[src/ile_pkg.sv]
// Shared types and codes for the indexed list engine
package ile_pkg;

   localparam int POS_W    = 6;
   localparam int VAL_W    = 32;
   localparam int LEN_OUT_W = 7;
   localparam int SPAN_W   = 7;

   typedef enum logic [2:0] {
      OP_APPEND       = 3'd0,
      OP_INSERT       = 3'd1,
      OP_REMOVE       = 3'd2,
      OP_REMOVE_RANGE = 3'd3,
      OP_GET          = 3'd4,
      OP_SET          = 3'd5,
      OP_SEARCH       = 3'd6,
      OP_CLEAR        = 3'd7
   } opcode_type;

   typedef enum logic [2:0] {
      STAT_OK       = 3'd0,
      STAT_FULL     = 3'd1,
      STAT_BADPOS   = 3'd2,
      STAT_EMPTY    = 3'd3,
      STAT_NOTFOUND = 3'd4
   } status_type;

   typedef enum logic [2:0] {
      ST_IDLE,
      ST_LOOK,
      ST_EXEC,
      ST_SHIFT,
      ST_DONE
   } state_type;

   typedef enum logic [1:0] {
      CM_HOLD,
      CM_INSERT,
      CM_SHIFT_DN,
      CM_WRITE
   } cell_mode_type;

   typedef struct packed {
      cell_mode_type            mode;
      logic signed [VAL_W-1:0]  value;
   } cell_cmd_type;

endpackage

[src/ile_cell.sv]
// One list entry: holds a value, shifts with its neighbours, offers read tap and match
module ile_cell import ile_pkg::*; #(
   parameter int IW  = 6,
   parameter int IDX = 0
) (
   input  logic                    clock,
   input  cell_cmd_type            cmd,
   input  logic [IW-1:0]           at,
   input  logic signed [VAL_W-1:0] left_in,
   input  logic signed [VAL_W-1:0] right_in,
   output logic signed [VAL_W-1:0] data_out,
   output logic signed [VAL_W-1:0] tap_out,
   output logic                    hit_out
);

   localparam logic [IW-1:0] MY_IDX = IW'(IDX);

   logic signed [VAL_W-1:0] data_ff, data_in;
   logic signed [VAL_W-1:0] tap_ff, tap_in;
   logic                    hit_ff, hit_in;

   always_comb begin
      data_in = data_ff;
      case (cmd.mode)
         CM_INSERT: begin
            if (MY_IDX > at) begin
               data_in = left_in;
            end else if (MY_IDX == at) begin
               data_in = cmd.value;
            end
         end
         CM_SHIFT_DN: begin
            if (MY_IDX >= at) begin
               data_in = right_in;
            end
         end
         CM_WRITE: begin
            if (MY_IDX == at) begin
               data_in = cmd.value;
            end
         end
         default: begin
            data_in = data_ff;
         end
      endcase
      tap_in = (MY_IDX == at) ? data_ff : '0;
      hit_in = (data_ff == cmd.value);
   end

   always_ff @(posedge clock) begin
      data_ff <= data_in;
      tap_ff  <= tap_in;
      hit_ff  <= hit_in;
   end

   assign data_out = data_ff;
   assign tap_out  = tap_ff;
   assign hit_out  = hit_ff;

endmodule

[config.mk]
export PLATFORM = sky130hd
export DESIGN_NAME = ile_cell
export DESIGN_NICKNAME = d
export VERILOG_FILES = /design/src/ile_pkg.sv /design/src/ile_cell.sv
export SDC_FILE = /design/constraint.sdc
export NUM_CORES = 1
export LEC_CHECK = 0
export BUFFER_PORTS_ARGS = -buffer_cell sky130_fd_sc_hd__clkbuf_2
export CAP_MARGIN = 20
export CORE_ASPECT_RATIO = 1.1
export CORE_MARGIN = 4
export CORE_UTILIZATION = 45
export CTS_BUF_LIST = sky130_fd_sc_hd__clkbuf_2
export DETAILED_ROUTE_END_ITERATION = 6
export MAX_ROUTING_LAYER = met4
export PLACE_DENSITY = 0.82
export SLEW_MARGIN = 15
export SYNTH_ARGS = -nofsm -noshare
export SYNTH_HDL_FRONTEND = slang
export SYNTH_SLANG_ARGS = --single-unit
export TNS_END_PERCENT = 5
[constraint.sdc]
create_clock -name clock -period 2.4 [get_ports clock]
set_input_delay 0.48 -clock clock [delete_from_list [all_inputs] [get_ports clock]]
set_output_delay 0.48 -clock clock [all_outputs]
set_load 0.03 [all_outputs]
==> run_summary.xml <==
<?xml version="1.0" encoding="UTF-8"?>
<metrics>
  <group name="status">
    <metric name="run_status" unit="">finished clean</metric>
  </group>
  <group name="worst_setup_path">
    <metric name="cp_top_family" unit="">flip-flops</metric>
    <metric name="cp_launch_type" unit="">register</metric>
    <metric name="timing.setup.critical_path_class" unit="">register to output port</metric>
    <metric name="cp_cell_sequence" unit="">clkbuf_2</metric>
    <metric name="critical_path.endpoint_type" unit="">output port</metric>
    <metric name="worst-r2r-cell-count" unit="">4</metric>
    <metric name="path_buf_inv" unit="">1</metric>
    <metric name="critical_path_arrival" unit="ps">1220</metric>
    <metric name="critPathMaxStageDelay" unit="ps">500</metric>
    <metric name="cp_num_cells" unit="">1</metric>
    <metric name="worst_ep_required" unit="ps">1920</metric>
    <metric name="worst_path_max_delay_cell" unit="">edfxtp_1</metric>
    <metric name="top_fanout_value_on_the_critical_path" unit="">4</metric>
  </group>
  <group name="clocking">
    <metric name="clock-root-buffer" unit="">clkbuf_2</metric>
    <metric name="path_clk_slew" unit="ps">190</metric>
    <metric name="clock_path_buffers" unit="">2</metric>
    <metric name="post-cts-setup-buffer-count" unit="">0</metric>
    <metric name="ctsHoldBuffers" unit="">0</metric>
    <metric name="total_number_of_h_tree_levels" unit="">3</metric>
    <metric name="cts_tree" unit="">done</metric>
    <metric name="cts-buffers-inserted" unit="">9</metric>
    <metric name="sink_count_of_the_clock_tree" unit="">65</metric>
    <metric name="clk_latency" unit="ps">500</metric>
    <metric name="post_cts.resized_instances" unit="">0</metric>
  </group>
  <group name="yosys">
    <metric name="synth-seq-cells" unit="">65</metric>
    <metric name="synth.cells.most_frequent" unit="">nand2_1, nor2_1, dfxtp_1</metric>
    <metric name="netlist_top_cells_area" unit="">edfxtp_1, dfxtp_1, xor2_1</metric>
    <metric name="post_synthesis_cell_type_with_the_largest_combined_area" unit="">edfxtp_1</metric>
    <metric name="post_synth_inst_count" unit="">294</metric>
    <metric name="synth_edf_count" unit="">32</metric>
    <metric name="synthesized_area_per_cell" unit="µm²">9.91</metric>
    <metric name="synthesis.nets" unit="">399</metric>
    <metric name="ys_warn_count" unit="">0</metric>
    <metric name="netlist-cell-type-count" unit="">17</metric>
    <metric name="synth_most_common_cell" unit="">nand2_1</metric>
    <metric name="netlist.area_leader.share" unit="">0.330</metric>
    <metric name="async_reset_ff_frac" unit="">0</metric>
    <metric name="synth_sequential_area_ratio" unit="">0.557</metric>
    <metric name="postSynth.topFlopCell" unit="">dfxtp_1</metric>
    <metric name="netlist_area" unit="µm²">2910</metric>
  </group>
  <group name="floorplanning">
    <metric name="starting_utilization_of_the_core_area" unit="">0.467</metric>
    <metric name="die_h" unit="µm">92.4</metric>
    <metric name="die_width" unit="µm">84.7</metric>
    <metric name="core_region_area" unit="µm²">6230</metric>
    <metric name="full_die_area" unit="µm²">7830</metric>
    <metric name="ioPinCount" unit="">170</metric>
    <metric name="core.rowCount" unit="">30</metric>
  </group>
  <group name="grt">
    <metric name="globalRoute.totalOverflow" unit="">0</metric>
    <metric name="grt_antenna_before_repair" unit="">0</metric>
    <metric name="groute.usage.overall" unit="">0.219</metric>
    <metric name="grt_max_degree" unit="">35</metric>
    <metric name="grt_first_pass_wirelength" unit="mm">12.8</metric>
    <metric name="grt_pass1_vias" unit="">2572</metric>
  </group>
  <group name="worst_hold_path">
    <metric name="hold_path_depth" unit="">3</metric>
    <metric name="timing.hold.worst.class" unit="">input port to register</metric>
  </group>
  <group name="power_and_ir_drop">
    <metric name="vdd_drop_max" unit="µV">382</metric>
    <metric name="p_switching" unit="µW">725</metric>
    <metric name="p_leak" unit="nW">1.91</metric>
    <metric name="power_density" unit="nW/µm²">664</metric>
    <metric name="seqPwrFrac" unit="">0.502</metric>
    <metric name="power.switching_fraction" unit="">0.284</metric>
    <metric name="cell_internal_pwr" unit="mW">1.82</metric>
    <metric name="combPwrFrac" unit="">0.157</metric>
    <metric name="clockPowerShare" unit="">0.341</metric>
  </group>
  <group name="place">
    <metric name="place.gp.congestion" unit="">0.859</metric>
    <metric name="detailedPlacementHpwl" unit="mm">6.25</metric>
    <metric name="io_buffer_count" unit="">137</metric>
  </group>
  <group name="routing">
    <metric name="antenna_left" unit="">0</metric>
    <metric name="route.detailed.drc" unit="">0</metric>
    <metric name="via_count" unit="">2707</metric>
    <metric name="count_of_tritonroute_iterations_in_the_first_routing_pass" unit="">4</metric>
    <metric name="number_of_drc_markers_after_the_initial_detailed_route_iteration" unit="">168</metric>
    <metric name="wl_per_cell" unit="µm">15.9</metric>
    <metric name="finalWirelength" unit="mm">8.21</metric>
    <metric name="viasPerCell" unit="">5.24</metric>
  </group>
  <group name="finish">
    <metric name="drive_above_1_share" unit="">0.384</metric>
    <metric name="syn2layout_area_growth" unit="%">31.7</metric>
    <metric name="antenna_cells" unit="">0</metric>
    <metric name="nets_final" unit="">537</metric>
  </group>
  <group name="timing">
    <metric name="hold_ws" unit="ps">315</metric>
    <metric name="final.min_clock_period" unit="ps">1700</metric>
    <metric name="final.setup_skew" unit="ps">16.7</metric>
    <metric name="final.setup.tns" unit="ps">0</metric>
    <metric name="fmax" unit="MHz">587</metric>
    <metric name="actual_slew_at_the_worst_max_slew_pin" unit="ps">617</metric>
    <metric name="finalCritPeriodShare" unit="">0.710</metric>
    <metric name="hold_viol" unit="">0</metric>
    <metric name="setup_violations" unit="">0</metric>
    <metric name="unrepaired_setup_endpoints_after_global_routing" unit="">no</metric>
    <metric name="relative_slew_slack" unit="">0.588</metric>
    <metric name="slew_viol_final" unit="">0</metric>
  </group>
  <group name="flow_run">
    <metric name="max_capacitance_violation_count" unit="">0</metric>
  </group>
</metrics>
==> stage by stage <==
step           setup slack [ps]  utilization  power (mW)  instance area (µm²)  cells
5_1_grt                     604        0.616        2.65                 3840    517
2_1_floorplan               302            -        1.52                 2910    294
4_1_cts                     673        0.616        2.56                 3840    517
3_3_place_gp                291        0.589        1.69                 3670    501
3_5_place_dp                276        0.589        1.70                 3670    501
6_report                    697        0.616        2.55                 3840    517
==> layout by cell type (no fill, tap or decap) <==
cell type,instances
nor4_4,1
clkinv_1,1
bufinv_16,3
and3_2,2
a31oi_1,32
a21o_2,1
clkinvlp_4,1
xor2_1,32
nor2_1,33
buf_4,8
and2_1,1
nor2_2,1
nand2_1,65
and3_1,30
buf_12,2
dfxtp_1,33
edfxtp_1,32
nor4_1,8
clkinv_4,2
clkbuf_2,146
nand4_1,2
nand2b_2,1
==> flip-flops by register name (all words and copies together), names as in the netlist <==
name      count
hit_out       1
data_out     32
tap_out      32
==> logic make-up after synthesis <==
| kind of cell | share of synthesized area |
|---|---|
| buf+inv | 0.0451 |
| compound gates | 0.0717 |
| flops | 0.557 |
| simple gates | 0.230 |
| xor+xnor | 0.0962 |
==> power groups by stage <==
| stage | clock [mW] | sequential [mW] | combinational, mW |
|---|---|---|---|
| after detailed placement | 0 | 1.30 | 0.402 |
| after CTS | 0.878 | 1.28 | 0.403 |
| final | 0.869 | 1.28 | 0.400 |
| after floorplan | 0 | 1.38 | 0.137 |
| after global placement | 0 | 1.30 | 0.394 |
| after global routing | 0.928 | 1.29 | 0.431 |
==> metal layers <==
layer	wire length (µm)	GRT usage	up-vias
met3	570	0.0427	21
met4	248	0.116	0
met1	3240	0.257	1247
li1	-	-	1299
met2	4150	0.356	140
met5	0	-	-
==> cell type report <==
cell class	count	area [µm²]
flip-flops and latches	65	1620
clock buffers	9	45.0
well taps	80	100
clock inverters	7	119
multi-input cells	209	1160
fillers	536	2390
repair buffers	147	786
==> final timing paths <==
check / startpoint / end / slack, ps
worst max-delay path: data_out[9]$_DFFE_PP_ / data_out[9] / 700
worst min-delay path: right_in[26] / data_out[26]$_DFFE_PP_ / 320
worst min register to register: data_out[20]$_DFFE_PP_ / tap_out[20]$_SDFF_PN0_ / 610
worst max register to register: data_out[9]$_DFFE_PP_ / hit_out$_DFF_P_ / 990
Power figures use the tool's default switching activity.
